File: config.mk
export PLATFORM = sky130hd
export DESIGN_NAME = text_tail_repetition_detector
export DESIGN_NICKNAME = d
export VERILOG_FILES = /design/src/rtl/ttrd_pkg.sv /design/src/rtl/ttrd_ctrl.sv /design/src/rtl/ttrd_datapath.sv /design/src/rtl/text_tail_repetition_detector.sv
export SDC_FILE = /design/constraint.sdc
export NUM_CORES = 2
export LEC_CHECK = 0
export ABC_CLOCK_PERIOD_IN_PS = 8900
export BUFFER_PORTS_ARGS = -buffer_cell sky130_fd_sc_hd__buf_2
export CORE_ASPECT_RATIO = 0.7
export CORE_UTILIZATION = 35
export CTS_CLUSTER_DIAMETER = 200
export DETAILED_ROUTE_END_ITERATION = 6
export PLACE_DENSITY = 0.51
export SYNTH_ARGS = -nofsm -noshare
export SYNTH_HDL_FRONTEND = slang
export SYNTH_SLANG_ARGS = --single-unit
export TNS_END_PERCENT = 5
File: constraint.sdc
create_clock -name clk -period 8.9 [get_ports clk]
set_clock_uncertainty 0.2 [all_clocks]
set_input_delay 1.78 -clock clk [delete_from_list [all_inputs] [get_ports clk]]
set_output_delay 1.78 -clock clk [all_outputs]
set_load 0.005 [all_outputs]
File: src/rtl/ttrd_pkg.sv
`default_nettype none

package ttrd_pkg;

  localparam int MAX_PERIOD_DEF    = 32;
  localparam int MAX_REPEATS_DEF   = 8;
  localparam int SPACE_RUN_DEF     = 40;
  localparam int HISTORY_DEPTH_DEF = 256;

  localparam int BYTE_W        = 8;
  localparam int MAX_PERIOD_W  = 6;
  localparam int MIN_REPEATS_W = 4;
  localparam int CFG_INDEX_W   = 1;
  localparam int CFG_DATA_W    = 6;

  localparam logic [MAX_PERIOD_W-1:0]  MAX_PERIOD_RESET  = 6'd30;
  localparam logic [MIN_REPEATS_W-1:0] MIN_REPEATS_RESET = 4'd5;

  localparam logic [CFG_INDEX_W-1:0] REG_MAX_PERIOD  = 1'b0;
  localparam logic [CFG_INDEX_W-1:0] REG_MIN_REPEATS = 1'b1;

  localparam logic [BYTE_W-1:0] CHAR_SPACE = 8'h20;
  localparam logic [BYTE_W-1:0] CHAR_TAB   = 8'h09;

  typedef struct packed {
    logic start;
    logic issue;
    logic finish;
  } ctrl_cmd_t;

  typedef struct packed {
    logic issue_last;
    logic out_full;
  } ctrl_status_t;

  function automatic logic is_blank(input logic [BYTE_W-1:0] c);
    return (c == CHAR_SPACE) || (c == CHAR_TAB);
  endfunction

endpackage

`default_nettype wire

File: src/rtl/ttrd_ctrl.sv
`default_nettype none

module ttrd_ctrl (
  input  wire logic                  clk,
  input  wire logic                  rst,
  input  wire logic                  in_valid,
  output logic                       in_stall,
  input  wire ttrd_pkg::ctrl_status_t status,
  output ttrd_pkg::ctrl_cmd_t        cmd
);
  import ttrd_pkg::*;

  typedef enum logic [3:0] {
    S_IDLE  = 4'b0001,
    S_SCAN  = 4'b0010,
    S_DRAIN = 4'b0100,
    S_EMIT  = 4'b1000
  } state_t;

  state_t state;
  state_t state_next;

  always_comb begin
    state_next = state;
    cmd        = '0;
    case (state)
      S_IDLE: begin
        if (in_valid) begin
          cmd.start  = 1'b1;
          state_next = S_SCAN;
        end
      end
      S_SCAN: begin
        cmd.issue = 1'b1;
        if (status.issue_last) begin
          state_next = S_DRAIN;
        end
      end
      S_DRAIN: begin
        state_next = S_EMIT;
      end
      S_EMIT: begin
        if (!status.out_full) begin
          cmd.finish = 1'b1;
          state_next = S_IDLE;
        end
      end
      default: begin
        state_next = S_IDLE;
      end
    endcase
  end

  assign in_stall = (state != S_IDLE);

  always_ff @(posedge clk) begin
    if (rst) begin
      state <= S_IDLE;
    end else begin
      state <= state_next;
    end
  end

endmodule

`default_nettype wire

File: src/rtl/ttrd_datapath.sv
`default_nettype none

module ttrd_datapath #(
  parameter int MAX_PERIOD    = ttrd_pkg::MAX_PERIOD_DEF,
  parameter int MAX_REPEATS   = ttrd_pkg::MAX_REPEATS_DEF,
  parameter int SPACE_RUN     = ttrd_pkg::SPACE_RUN_DEF,
  parameter int HISTORY_DEPTH = ttrd_pkg::HISTORY_DEPTH_DEF
) (
  input  wire logic                              clk,
  input  wire logic                              rst,
  input  wire logic [ttrd_pkg::BYTE_W-1:0]       text_byte,
  input  wire logic                              restart,
  input  wire logic                              cfg_valid,
  input  wire logic [ttrd_pkg::CFG_INDEX_W-1:0]  cfg_index,
  input  wire logic [ttrd_pkg::CFG_DATA_W-1:0]   cfg_data,
  output logic                                   out_valid,
  input  wire logic                              out_stall,
  output logic                                   repeated,
  input  wire ttrd_pkg::ctrl_cmd_t               cmd,
  output ttrd_pkg::ctrl_status_t                 status
);
  import ttrd_pkg::*;

  localparam int ADDR_W  = $clog2(HISTORY_DEPTH);
  localparam int LEN_W   = $clog2(HISTORY_DEPTH + 1);
  localparam int P_W     = $clog2(MAX_PERIOD + 1);
  localparam int IDX_W   = (MAX_PERIOD > 1) ? $clog2(MAX_PERIOD) : 1;
  localparam int R_W     = $clog2(MAX_REPEATS + 1);
  localparam int NEED_MAX = MAX_REPEATS * MAX_PERIOD;
  localparam int NEED_W  = $clog2(NEED_MAX + 1);
  localparam int BR_MAX  = (SPACE_RUN > MAX_PERIOD) ? SPACE_RUN : MAX_PERIOD;
  localparam int BR_W    = $clog2(BR_MAX + 1);
  localparam int CMP_MAX_A = (HISTORY_DEPTH > NEED_MAX) ? HISTORY_DEPTH : NEED_MAX;
  localparam int CMP_MAX = (CMP_MAX_A > BR_MAX) ? CMP_MAX_A : BR_MAX;
  localparam int CMP_W   = $clog2(CMP_MAX + 1);
  localparam int D_W     = ((ADDR_W > P_W) ? ADDR_W : P_W) + 1;

  logic [MAX_PERIOD_W-1:0]  max_period;
  logic [MIN_REPEATS_W-1:0] min_repeats;

  logic [BYTE_W-1:0] mem [HISTORY_DEPTH];
  logic [BYTE_W-1:0] rd_data;
  logic [BYTE_W-1:0] cur_byte;

  logic [ADDR_W-1:0] wpos;
  logic [ADDR_W-1:0] newest;
  logic [LEN_W-1:0]  len;
  logic [LEN_W-1:0]  len_before;
  logic [BR_W-1:0]   blank_run;

  logic [P_W-1:0]    p_rd;
  logic [P_W-1:0]    p_cmp;
  logic              cmp_valid;
  logic [NEED_W-1:0] need_len;
  logic [NEED_W-1:0] need_run;
  logic              found;
  logic [NEED_W-1:0] run [MAX_PERIOD];

  logic [P_W-1:0]    periods_eff;
  logic [R_W-1:0]    reps_eff;
  logic [ADDR_W-1:0] wr_idx;
  logic [LEN_W-1:0]  len_base;
  logic [LEN_W-1:0]  len_next;
  logic [BR_W-1:0]   blank_base;
  logic [BR_W-1:0]   blank_next;
  logic [D_W-1:0]    newest_ext;
  logic [D_W-1:0]    p_ext;
  logic [D_W-1:0]    rd_diff;
  logic [ADDR_W-1:0] rd_addr;
  logic [IDX_W-1:0]  run_idx;
  logic [NEED_W-1:0] run_old;
  logic [NEED_W-1:0] run_new;
  logic              match;
  logic              hit;

  always_comb begin
    if ({1'b0, max_period} > (MAX_PERIOD_W + 1)'(MAX_PERIOD)) begin
      periods_eff = P_W'(MAX_PERIOD);
    end else begin
      periods_eff = P_W'(max_period);
    end
    if (min_repeats == '0) begin
      reps_eff = R_W'(1);
    end else if ({1'b0, min_repeats} > (MIN_REPEATS_W + 1)'(MAX_REPEATS)) begin
      reps_eff = R_W'(MAX_REPEATS);
    end else begin
      reps_eff = R_W'(min_repeats);
    end
  end

  always_comb begin
    wr_idx     = restart ? '0 : wpos;
    len_base   = restart ? '0 : len;
    len_next   = (len_base == LEN_W'(HISTORY_DEPTH)) ? len_base : len_base + 1'b1;
    blank_base = restart ? '0 : blank_run;
    if (!is_blank(text_byte)) begin
      blank_next = '0;
    end else if (blank_base == BR_W'(BR_MAX)) begin
      blank_next = blank_base;
    end else begin
      blank_next = blank_base + 1'b1;
    end
  end

  always_comb begin
    newest_ext = D_W'(newest);
    p_ext      = D_W'(p_rd);
    if (newest_ext >= p_ext) begin
      rd_diff = newest_ext - p_ext;
    end else begin
      rd_diff = newest_ext + D_W'(HISTORY_DEPTH) - p_ext;
    end
    rd_addr = rd_diff[ADDR_W-1:0];
  end

  always_comb begin
    run_idx = IDX_W'(p_cmp - 1'b1);
    run_old = run[run_idx];
    match   = (CMP_W'(len_before) >= CMP_W'(p_cmp)) && (rd_data == cur_byte);
    if (!match) begin
      run_new = '0;
    end else if (run_old == '1) begin
      run_new = run_old;
    end else begin
      run_new = run_old + 1'b1;
    end
    hit = (p_cmp <= periods_eff)
       && (CMP_W'(len) >= CMP_W'(need_len))
       && (CMP_W'(blank_run) < CMP_W'(p_cmp))
       && (run_new >= need_run);
  end

  assign status.issue_last = (p_rd == P_W'(MAX_PERIOD));
  assign status.out_full   = out_valid && out_stall;

  always_ff @(posedge clk) begin
    if (rst) begin
      max_period  <= MAX_PERIOD_RESET;
      min_repeats <= MIN_REPEATS_RESET;
    end else if (cfg_valid) begin
      case (cfg_index)
        REG_MAX_PERIOD: begin
          max_period <= cfg_data[MAX_PERIOD_W-1:0];
        end
        REG_MIN_REPEATS: begin
          min_repeats <= cfg_data[MIN_REPEATS_W-1:0];
        end
        default: begin
        end
      endcase
    end
  end

  always_ff @(posedge clk) begin
    if (cmd.start) begin
      mem[wr_idx] <= text_byte;
    end
  end

  always_ff @(posedge clk) begin
    if (cmd.issue) begin
      rd_data <= mem[rd_addr];
    end
  end

  always_ff @(posedge clk) begin
    if (rst) begin
      wpos      <= '0;
      len       <= '0;
      blank_run <= '0;
      cmp_valid <= 1'b0;
      out_valid <= 1'b0;
    end else begin
      cmp_valid <= cmd.issue;
      if (cmd.start) begin
        wpos      <= (wr_idx == ADDR_W'(HISTORY_DEPTH - 1)) ? '0 : wr_idx + 1'b1;
        len       <= len_next;
        blank_run <= blank_next;
      end
      if (cmd.finish) begin
        out_valid <= 1'b1;
      end else if (!out_stall) begin
        out_valid <= 1'b0;
      end
    end
  end

  always_ff @(posedge clk) begin
    if (cmd.start) begin
      newest     <= wr_idx;
      len_before <= len_base;
      cur_byte   <= text_byte;
      p_rd       <= P_W'(1);
      need_len   <= NEED_W'(reps_eff);
      need_run   <= NEED_W'(reps_eff) - 1'b1;
      found      <= (CMP_W'(blank_next) >= CMP_W'(SPACE_RUN))
                 && (CMP_W'(len_next) >= CMP_W'(SPACE_RUN));
    end else begin
      if (cmd.issue) begin
        p_cmp <= p_rd;
        p_rd  <= p_rd + 1'b1;
      end
      if (cmp_valid) begin
        run[run_idx] <= run_new;
        found        <= found | hit;
        need_len     <= need_len + NEED_W'(reps_eff);
        need_run     <= need_run + NEED_W'(reps_eff) - 1'b1;
      end
    end
    if (cmd.finish) begin
      repeated <= found;
    end
  end

endmodule

`default_nettype wire

File: src/rtl/text_tail_repetition_detector.sv
`default_nettype none

// Takes text one byte per item and returns one item per byte, telling whether the text now
// ends in a run of at least SPACE_RUN blanks or in a non-blank period of up to max_period
// bytes repeated min_repeats times. An item is accepted only while the block is idle; the
// block then scans every candidate period length, drains and emits the result, and only
// then takes the next item. The pace is set by the single read port of the history memory,
// which is read once for every candidate period length. A result held by a stalled output
// keeps the result of the next item, and with it any further item, waiting until it has
// been taken. Per period length the block keeps a running count of trailing bytes that
// equal the byte one period back, so no history beyond one period is ever scanned. No
// clearing pass follows reset.
module text_tail_repetition_detector #(
  parameter int MAX_PERIOD    = ttrd_pkg::MAX_PERIOD_DEF,
  parameter int MAX_REPEATS   = ttrd_pkg::MAX_REPEATS_DEF,
  parameter int SPACE_RUN     = ttrd_pkg::SPACE_RUN_DEF,
  parameter int HISTORY_DEPTH = ttrd_pkg::HISTORY_DEPTH_DEF
) (
  input  wire logic                             clk,
  input  wire logic                             rst,
  input  wire logic                             in_valid,
  output logic                                  in_stall,
  input  wire logic [ttrd_pkg::BYTE_W-1:0]      text_byte,
  input  wire logic                             restart,
  output logic                                  out_valid,
  input  wire logic                             out_stall,
  output logic                                  repeated,
  input  wire logic                             cfg_valid,
  output logic                                  cfg_ready,
  input  wire logic [ttrd_pkg::CFG_INDEX_W-1:0] cfg_index,
  input  wire logic [ttrd_pkg::CFG_DATA_W-1:0]  cfg_data
);
  import ttrd_pkg::*;

  ctrl_cmd_t    cmd;
  ctrl_status_t status;

  assign cfg_ready = 1'b1;

  ttrd_ctrl u_ctrl (
    .clk      (clk),
    .rst      (rst),
    .in_valid (in_valid),
    .in_stall (in_stall),
    .status   (status),
    .cmd      (cmd)
  );

  ttrd_datapath #(
    .MAX_PERIOD    (MAX_PERIOD),
    .MAX_REPEATS   (MAX_REPEATS),
    .SPACE_RUN     (SPACE_RUN),
    .HISTORY_DEPTH (HISTORY_DEPTH)
  ) u_datapath (
    .clk       (clk),
    .rst       (rst),
    .text_byte (text_byte),
    .restart   (restart),
    .cfg_valid (cfg_valid & cfg_ready),
    .cfg_index (cfg_index),
    .cfg_data  (cfg_data),
    .out_valid (out_valid),
    .out_stall (out_stall),
    .repeated  (repeated),
    .cmd       (cmd),
    .status    (status)
  );

endmodule

`default_nettype wire
==> results.toml <==
[die]
die_height_microns = 441.7
design.die.area_sq_um = 278400
die_width_microns = 630.2
core_region_area_sq_um = 274800
starting_density_of_the_core = 0.3518
design.portCount = 25
floorplan.rows = 161

[setup_path]
worstPathMaxFanout = 13
critPathLaunchType = "flop"
path_cells = "inv_1 -> ha_1 -> or2_2 -> o21ai_2 -> a21oi_2 -> o22ai_1 -> nor4_4 -> ha_1 -> inv_1 -> nor2_1 -> nand3_1 -> or3_1 -> xor2_1 -> nand2b_1 -> ha_1 -> nand2b_1 -> a21o_1 -> a21o_1 -> a21oi_1 -> nor2b_1 -> o21ai_0 -> a21oi_1 -> nor3_1 -> o21ai_0"
critical_path.max_stage_delay_ns = 0.60
critical-path-top-delay-family = "simple AND/OR/NAND/NOR gates"
cp-end-kind = "flop"
crit_path_dat_ns = 6.85
cp_slowest_cell = "sky130_fd_sc_hd__or3_1"
critical_path_buf_inv_count = 2
critical_path_required_ns = 9.32
worst-setup-path-type = "flop to flop"
most_frequent_cell_on_the_critical_path = "sky130_fd_sc_hd__ha_1"

[detailed_routing]
detail-route-antenna-nets = 0
wl_per_cell_microns = 29.01
dr.first_iter.drc_count = 4991
drt_pass1_iterations = 5
drc_violations_left = 0
detail_route.vias_per_cell = 5.343
finalWirelength_microns = 245600
routed-via-count = 45230

[logic_synthesis]
synth_largest_type_area_fraction = 0.7424
netlist.top_cell.by_area = "sky130_fd_sc_hd__edfxtp_1"
synth_cells = 4502
synthArstFlopShare = 0
synth-seq-cells = 2440
post-synth-top-count-cell = "sky130_fd_sc_hd__edfxtp_1"
yosysSeqAreaShare = 0.7527
syn-mean-instance-area_sq_um = 21.47
yosys-top-cells-count = "sky130_fd_sc_hd__edfxtp_1, sky130_fd_sc_hd__mux4_2, sky130_fd_sc_hd__nor2_1"
synth.top_cells.by_area = "sky130_fd_sc_hd__edfxtp_1, sky130_fd_sc_hd__mux4_2, sky130_fd_sc_hd__nor2_1"
net_count_after_synthesis = 4599
synth_ff_type = "sky130_fd_sc_hd__edfxtp_1"
synth_area_sq_um = 96680
yosys.cell_types.count = 74
yosys_warnings = 0
number_of_flops_mapped_to_enable_cells_by_yosys = 2390

[power_and_ir_drop]
total_power_density_per_cell_area_nw_per_um2 = 252.8
switching_share = 0.2636
power_mw = 27.49
power.static_leakage_nw = 34.12
peakVddDrop_mv = 0.1885
pwr-share-seq = 0.462
p_switching_mw = 7.246
power_report.internal_total_mw = 20.25
pwr-share-clk = 0.357
combPwrFrac = 0.182

[clock_tree]
post-cts-setup-buffer-count = 0
cts_tree = "yes"
tritoncts_num_sinks = 2440
clk_pin_slew_ns = 0.07
postCtsResizedCells = 0
h-tree-depth = 4
ctsHoldBuffers = 0
worstSkewPairLatency_ns = 0.89
tritoncts.num_buffers = 233
cts-root-buf = "sky130_fd_sc_hd__clkbuf_16"
max-clock-path-buffers = 4

[placement]
place_congestion = 0.7813
dp.final_hpwl_microns = 147300
port_buffers = 23
dp_worst_setup_slack_ns = 2.525

[cells_and_area]
area.growth.synth_to_final_pct = 12.51
final_core_util = 0.3959
num-nets-final = 4708
post_route_cells_drive_above_1_share = 0.2512

[global_routing]
grt_first_pass_wirelength_microns = 349600
grt_antenna_before_repair = 24
first_global_vias = 45610
gr-usage-all-layers = 0.1745
grt_max_degree = 190
gr_ovfl_total = 0

[timing]
final_max_slew_viol_count = 0
final.hold.worst_slack_ns = 0.2744
maximum_clock_rate_mhz = 155.6
worst_slack_ns = 2.472
setup_viol_count_final = 0
slew_headroom = 0.1247
final_min_period_over_clock_period = 0.7222
finalWorstPathRequiredPeriod_ns = 6.428
rsz0062_at_grt = "no"
fin_setup_tns_ns = 0
max_slew.worst_pin.slew_ns = 1.308
final_hold_viol_count = 0

[status]
status = "complete, no violations"

[run]
drv.max_cap_violation_count = 0

[min_path]
hold_path.class = "flop to flop"
[area by class of cell]
cell class,instances,area (sq um)
Antenna cell,2,5.005
Clock buffer,273,6002
Clock inverter,148,1326
Fill cell,24410,166000
Inverter,72,270.3
Multi-Input combinational cell,1751,22770
Sequential cell,2440,72770
Tap cell,3667,4588
Timing Repair Buffer,113,1033
[worst reg2reg max path, stage by stage, from the launching register on]
cell and delay (ns):
sky130_fd_sc_hd__edfxtp_1 0.55, sky130_fd_sc_hd__inv_1 0.25, sky130_fd_sc_hd__ha_1 0.49, sky130_fd_sc_hd__or2_2 0.26
sky130_fd_sc_hd__o21ai_2 0.13, sky130_fd_sc_hd__a21oi_2 0.54, sky130_fd_sc_hd__o22ai_1 0.29, sky130_fd_sc_hd__nor4_4 0.39
sky130_fd_sc_hd__ha_1 0.20, sky130_fd_sc_hd__inv_1 0.08, sky130_fd_sc_hd__nor2_1 0.13, sky130_fd_sc_hd__nand3_1 0.24
sky130_fd_sc_hd__or3_1 0.61, sky130_fd_sc_hd__xor2_1 0.23, sky130_fd_sc_hd__nand2b_1 0.08, sky130_fd_sc_hd__ha_1 0.29
sky130_fd_sc_hd__nand2b_1 0.14, sky130_fd_sc_hd__a21o_1 0.17, sky130_fd_sc_hd__a21o_1 0.18, sky130_fd_sc_hd__a21oi_1 0.16
sky130_fd_sc_hd__nor2b_1 0.07, sky130_fd_sc_hd__o21ai_0 0.18, sky130_fd_sc_hd__a21oi_1 0.10, sky130_fd_sc_hd__nor3_1 0.13
sky130_fd_sc_hd__o21ai_0 0.10
[power by group through the flow]
| stage | sequential [mW] | combinational (mW) | clock, mW |
|---|---|---|---|
| floorplan | 12.9 | 3.10 | 0 |
| global placement | 12.9 | 5.02 | 0 |
| detailed placement | 12.9 | 5.04 | 0 |
| CTS | 12.7 | 5.05 | 10.0 |
| global route | 12.7 | 5.27 | 10.4 |
| finish | 12.7 | 4.99 | 9.81 |
[cells in the final DEF, fill, tap and decap left out, types with 14 or more instances in the layout]
cell type,n
sky130_fd_sc_hd__nand2_1,65
sky130_fd_sc_hd__mux4_2,710
sky130_fd_sc_hd__nand2_2,17
sky130_fd_sc_hd__clkinv_2,47
sky130_fd_sc_hd__dfxtp_1,50
sky130_fd_sc_hd__xor2_1,14
sky130_fd_sc_hd__clkbuf_1,39
sky130_fd_sc_hd__edfxtp_1,2390
sky130_fd_sc_hd__mux2i_1,127
sky130_fd_sc_hd__nor2b_1,31
sky130_fd_sc_hd__clkbuf_16,234
sky130_fd_sc_hd__nand2b_1,19
sky130_fd_sc_hd__inv_1,68
sky130_fd_sc_hd__buf_4,77
sky130_fd_sc_hd__a21o_1,15
sky130_fd_sc_hd__nor2_1,356
sky130_fd_sc_hd__bufinv_16,23
sky130_fd_sc_hd__ha_1,71
sky130_fd_sc_hd__o21ai_0,38
sky130_fd_sc_hd__buf_2,15
sky130_fd_sc_hd__o22ai_1,32
sky130_fd_sc_hd__nand3_1,21
sky130_fd_sc_hd__a21oi_1,51
sky130_fd_sc_hd__xnor2_1,24
sky130_fd_sc_hd__nor3_1,23
sky130_fd_sc_hd__clkinv_1,59
[routing by layer]
layer,share of wire,track usage
met2,0.42,0.2446
met1,0.48,0.2759
met5,0.00059,0.003761
met3,0.076,0.04128
met4,0.017,0.03251
[sequential cells by signal, indices dropped and copies added, names as in the netlist]
| register | count |
|---|---|
| u_datapath.len_before | 9 |
| u_datapath.rd_data | 8 |
| u_datapath.len | 9 |
| u_datapath.cur_byte | 8 |
| u_datapath.p_rd | 6 |
| u_ctrl.state | 4 |
| u_datapath.cmp_valid | 1 |
| u_datapath.need_run | 9 |
| u_datapath.p_cmp | 6 |
| u_datapath.max_period | 6 |
| u_datapath.min_repeats | 4 |
| u_datapath.repeated | 1 |
| u_datapath.out_valid | 1 |
| u_datapath.found | 1 |
| u_datapath.newest | 8 |
| u_datapath.need_len | 9 |
| u_datapath.run | 288 |
| u_datapath.mem | 2048 |
| u_datapath.wpos | 8 |
| u_datapath.blank_run | 6 |
[path summary, 6_finish.rpt]
check / slack [ns] / endpoint / startpoint / cells past startpoint
min reg2reg: 0.27 / u_datapath.min_repeats[0]$_SDFFE_PP1P_ / u_datapath.min_repeats[0]$_SDFFE_PP1P_ / 1
max reg2reg: 2.47 / u_datapath.found$_DFFE_PP_ / u_datapath.p_cmp[1]$_DFFE_PP_ / 24
min: 0.27 / u_datapath.min_repeats[0]$_SDFFE_PP1P_ / u_datapath.min_repeats[0]$_SDFFE_PP1P_ / 1
max: 2.47 / u_datapath.found$_DFFE_PP_ / u_datapath.p_cmp[1]$_DFFE_PP_ / 24
[through the flow]
step | area [sq um] | instances
2_1_floorplan | 96680 | 4502
3_3_place_gp | 101400 | 8043
3_5_place_dp | 101400 | 8043
4_1_cts | 108800 | 8464
5_1_grt | 108800 | 8465
6_report | 108800 | 8466
[logic make-up after synthesis]
| family | count (synthesis) | share of synthesized area |
|---|---|---|
| compound gates | 190 | 0.01255 |
| buf+inv | 311 | 0.01359 |
| mux | 839 | 0.1791 |
| other cells | 1 | 0.00003879 |
| flops | 2440 | 0.7527 |
| xor+xnor | 44 | 0.004064 |
| simple gates | 601 | 0.02786 |
| fa+ha+maj | 76 | 0.01007 |
No activity file was read; power rests on OpenSTA's default activity.
